$ cat src/design/lge_pkg.sv
// Package for the life generation engine: grid sizes, command codes,
// register indexes and the edge-mask struct. No dependencies.
`timescale 1ns / 1ps

package lge_pkg;

  localparam int MAX_ROWS   = 64;
  localparam int MAX_COLS   = 256;
  localparam int ROW_W      = $clog2(MAX_ROWS);
  localparam int COL_W      = $clog2(MAX_COLS);
  localparam int ADDR_W     = ROW_W + COL_W;
  localparam int GRID_CELLS = MAX_ROWS * MAX_COLS;
  localparam int NR_W       = 7;
  localparam int NC_W       = 9;
  localparam int CFG_W      = 9;
  localparam int CFG_IDX_W  = 1;
  localparam int IN_W       = 24;
  localparam int OUT_W      = 8;
  // center of the 3x3 window trails the read pointer by one line plus pipeline
  localparam int LAG        = MAX_COLS + 3;
  localparam int STEP_END   = GRID_CELLS + LAG - 1;
  localparam int CNT_W      = $clog2(STEP_END + 1);

  localparam logic [1:0] CMD_WRITE = 2'd0;
  localparam logic [1:0] CMD_READ  = 2'd1;
  localparam logic [1:0] CMD_STEP  = 2'd2;

  localparam logic [CFG_IDX_W-1:0] REG_ROWS = 1'd0;
  localparam logic [CFG_IDX_W-1:0] REG_COLS = 1'd1;

  typedef struct packed {
    logic top_ok;
    logic bottom_ok;
    logic left_ok;
    logic right_ok;
  } lge_edge_t;

endpackage

$ cat src/design/lge_rule.sv
// 3x3 window over the streamed grid, edge masking, neighbor count and the
// B3/S23 rule. Uses lge_pkg for the edge-mask struct.
`timescale 1ns / 1ps

module lge_rule (
  input  logic               clk,
  input  logic               shift,
  input  logic [2:0]         col_in,   // [0] row r-2, [1] row r-1, [2] row r
  input  lge_pkg::lge_edge_t edge_ok,
  output logic               next_bit
);
  import lge_pkg::*;

  logic [2:0] w0;
  logic [2:0] w1;
  logic [2:0] w2;
  logic [2:0] left_c;
  logic [2:0] right_c;
  logic       up_c;
  logic       dn_c;
  logic [3:0] n;

  always_ff @(posedge clk) begin
    if (shift) begin
      w0 <= w1;
      w1 <= w2;
      w2 <= col_in;
    end
  end

  always_comb begin
    left_c  = w0 & {3{edge_ok.left_ok}};
    right_c = w2 & {3{edge_ok.right_ok}};
    left_c[0]  = left_c[0]  & edge_ok.top_ok;
    left_c[2]  = left_c[2]  & edge_ok.bottom_ok;
    right_c[0] = right_c[0] & edge_ok.top_ok;
    right_c[2] = right_c[2] & edge_ok.bottom_ok;
    up_c = w1[0] & edge_ok.top_ok;
    dn_c = w1[2] & edge_ok.bottom_ok;
    n = 4'(left_c[0]) + 4'(left_c[1]) + 4'(left_c[2])
      + 4'(right_c[0]) + 4'(right_c[1]) + 4'(right_c[2])
      + 4'(up_c) + 4'(dn_c);
    next_bit = (n == 4'd3) | (w1[1] & (n == 4'd2));
  end

endmodule

$ cat config.mk
export PLATFORM = sky130hd
export DESIGN_NAME = lge_rule
export DESIGN_NICKNAME = d
export VERILOG_FILES = /design/src/design/lge_pkg.sv /design/src/design/lge_rule.sv
export SDC_FILE = /design/constraint.sdc
export NUM_CORES = 1
export LEC_CHECK = 0
export BUFFER_PORTS_ARGS = -buffer_cell sky130_fd_sc_hd__buf_2
export CORE_AREA = 2 2 39 41
export DETAILED_ROUTE_END_ITERATION = 16
export DIE_AREA = 0 0 41 43
export PLACE_DENSITY = 0.53
export SETUP_SLACK_MARGIN = 0.02
export SYNTH_ARGS = -nofsm -noshare
export SYNTH_HDL_FRONTEND = slang
export SYNTH_SLANG_ARGS = --single-unit
$ cat constraint.sdc
create_clock -name clk -period 7.5 [get_ports clk]
set_clock_uncertainty 0.2 [all_clocks]
set_input_delay 0.375 -clock clk [delete_from_list [all_inputs] [get_ports clk]]
set_output_delay 0.375 -clock clk [all_outputs]
set_load 0.02 [all_outputs]
==> flow_metrics.tcl <==
set metrics [dict create \
    synth-seq-cells 9 \
    dieArea_um2 1763 \
    globalplace.congestion 0.6495 \
    timing.rr.start "w2[1]" \
    drt.antenna.violating_nets 0 \
    timing.critical_path.from_type "flip-flop" \
    die_w_um 41 \
    min_period_ns 4.172 \
    placeableCoreArea_um2 1384 \
    post_synthesis_net_count 45 \
    finalHoldViolations 0 \
    power_frac_clock_pct 30.1 \
    worst_skew_pair.late_latency_ns 0.26 \
    buffer_ports.inserted 9 \
    share_seq_of_total_power_pct 50.4 \
    finalSetupTns_ns 0 \
    fp.dieH_um 43 \
    timing.final.setup_violations 0 \
    wirelength_per_cell_um 12.43 \
    syn-mean-instance-area_um2 16.52 \
    detail_route.vias_per_cell 4.828 \
    synth_area_um2 479.2 \
    rsz0062_at_grt "no" \
    cts_tree "yes" \
    grt_start_max_net_pins 10 \
    first_global_vias 289 \
    grt_antenna_before_repair 0 \
    ctsLongestPathBuffers 2 \
    critical_path.slowest_cell "sky130_fd_sc_hd__fa_1" \
    path_clk_slew_ns 0.06 \
    synth_cell_types 10 \
    ys_top_cells_by_area "sky130_fd_sc_hd__edfxtp_1 (56%), sky130_fd_sc_hd__fa_1 (17%), sky130_fd_sc_hd__ha_1 (7.8%)" \
    delay_of_the_slowest_cell_on_the_worst_path_ns 0.53 \
    ctsResizeCount 0 \
    cp_class "reg2out" \
    synth_top_area_share_pct 56.40 \
    initial_utilization_pct 34.63 \
    worstPathCellList "and3_1 > fa_1 > fa_1 > fa_1 > ha_1 > fa_1 > o211a_1 > a211oi_2 > buf_2" \
    timing.critical_path.arrival_ns 3.60 \
    netSwitchingFraction_pct 25.62 \
    nFillCells 132 \
    synth_warnings 0 \
    timing.critical_path.to_type "primary output" \
    diodes 0 \
    area_delta_synth_final_pct 19.32 \
    layout_cells_sized_above_1_pct 33.33 \
    detail_route.iter0.violations 2 \
    synth_cells 29 \
    vdd.ir_drop.worst_v 0.00009731 \
    r2r_end "w1[1]" \
    grt_busiest_layer "met1" \
    outcome "complete, no violations" \
    crit_top_cell "sky130_fd_sc_hd__fa_1" \
    use_met2_pct 14.06 \
    final_count_of_pins_violating_max_slew 0 \
    layout.cells.most_common_list "sky130_fd_sc_hd__buf_2 (9), sky130_fd_sc_hd__edfxtp_1 (9), sky130_fd_sc_hd__and2_1 (4), sky130_fd_sc_hd__and3_1 (4), sky130_fd_sc_hd__fa_1 (4)" \
    maxCapViolCount 0 \
    fp_rows 14 \
    crit_path_max_fanout 3 \
    worstSetupStartpoint "w0[0]" \
    cp.required_ns 6.92 \
    synth_sequential_area_ratio_pct 56.40 \
    maxClockFrequency_mhz 239.7 \
    reg2reg_depth 0 \
    remaining_drc_errors 0 \
    grt.overflow.total 0 \
    max_slew_margin_pct 86.56 \
    hpwlAfterDp_um 608.9 \
    use_met3_pct 3.141 \
    timing_worst_slew_pin_value_ns 0.1995 \
    power.net_switching_mw 0.03096 \
    clock_sinks 9 \
    p_leak_nw 0.2686 \
    dr_total_vias 280 \
    firstDrtPassIters 4 \
    layout_worst_path_cycle_share_pct 55.62 \
    synth_area_leader_cell "sky130_fd_sc_hd__edfxtp_1" \
    worstSetupEndpoint "next_bit" \
    p_per_area_nw_per_um2 211.3 \
    routed_wl_um 721 \
    cts_htree_levels 1 \
    cts_inserted_buffers 3 \
    cts_hold_buf 0 \
    cts-root-buf "sky130_fd_sc_hd__clkbuf_4" \
    grt_pass1_wl_um 1242 \
    grt.total_usage_pct 10.65 \
    final_nets 59 \
    worst_hold_margin_ns 0.08817 \
    boundaryPins 10 \
    worst_hold_check_path_type "in2reg" \
    cts_setup_buffers 0 \
    reg2reg_slack_ns 6.64 \
    global_route.usage.met1_pct 15.25 \
    p_int_mw 0.08988 \
    layout_utilization_pct 41.32 \
    power.combinational.fraction_pct 19.5 \
]
worst min-delay path by stage:
stage	startpoint	to	slack, ns	depth (start not counted)
after floorplan	w1[2]	w0[2]	0.22	0
after global placement	w1[0]	w0[0]	0.24	0
after detailed placement	w1[1]	w0[1]	0.24	0
after CTS	col_in[1]	w2[1]	0.08	1
after global routing	col_in[1]	w2[1]	0.07	1
final	col_in[1]	w2[1]	0.09	1
critical path: cells and delay by family, from the launching register on:
kind,cells,cell delay (ns)
simple gates,1,0.19
flops,1,0.35
buf+inv,1,0.19
fa+ha+maj,5,2.19
compound gates,2,0.43
power groups by stage:
stage	Clock [mW]	Sequential [mW]	Combinational, mW
2_1_floorplan	0	0.0613	0.0158
3_3_place_gp	0	0.0619	0.0227
3_5_place_dp	0	0.0620	0.0242
4_1_cts	0.0376	0.0609	0.0243
5_1_grt	0.0411	0.0612	0.0267
6_report	0.0364	0.0609	0.0235
state kept, by name, indices dropped and copies added (netlist names):
signal  flops
w0          3
w1          3
w2          3
final cells by class:
class | count | area, µm² | area share, %
clock inverter | 1 | 5.005 | 0.8753
timing repair buffer | 9 | 45.04 | 7.877
sequential | 9 | 270.3 | 47.26
clock buffer | 3 | 22.52 | 3.939
tap | 16 | 20.02 | 3.501
multi-input combinational | 20 | 209.0 | 36.54
cells by family (layout without fill, tap and decap cells):
group	Yosys count	in the layout	share of synthesized area, %
DFF	9	9	56.40
adders and majority gates	7	7	24.54
AOI/OAI and AO/OA	3	3	5.743
and+or+nand+nor	10	10	13.32
buffers and inverters	0	13	0
stage by stage:
stage	instances	power, mW	setup slack, ns	cell area, µm²
global placement	54	0.08455	3.498	544.3
global route	58	0.1290	3.138	571.8
finish	58	0.1208	3.328	571.8
floorplan	29	0.07708	3.653	479.2
CTS	58	0.1229	3.283	571.8
detailed placement	54	0.08627	3.434	544.3
layer usage:
layer | vias to the layer above | part of all wire [%] | wire length [µm]
met4 | 0 | 0 | 0
met5 | - | 0 | 0
met2 | 7 | 51 | 366
met1 | 138 | 45 | 323
met3 | 0 | 4.3 | 31
li1 | 135 | - | -
cell usage after synthesis, drive strengths merged:
cell,instances
a211oi,1
and2,4
and3,4
edfxtp,9
fa,4
ha,3
nand3b,1
o211a,1
o21ai,1
or2,1
Note: power is estimated with default switching activity, not from simulation.
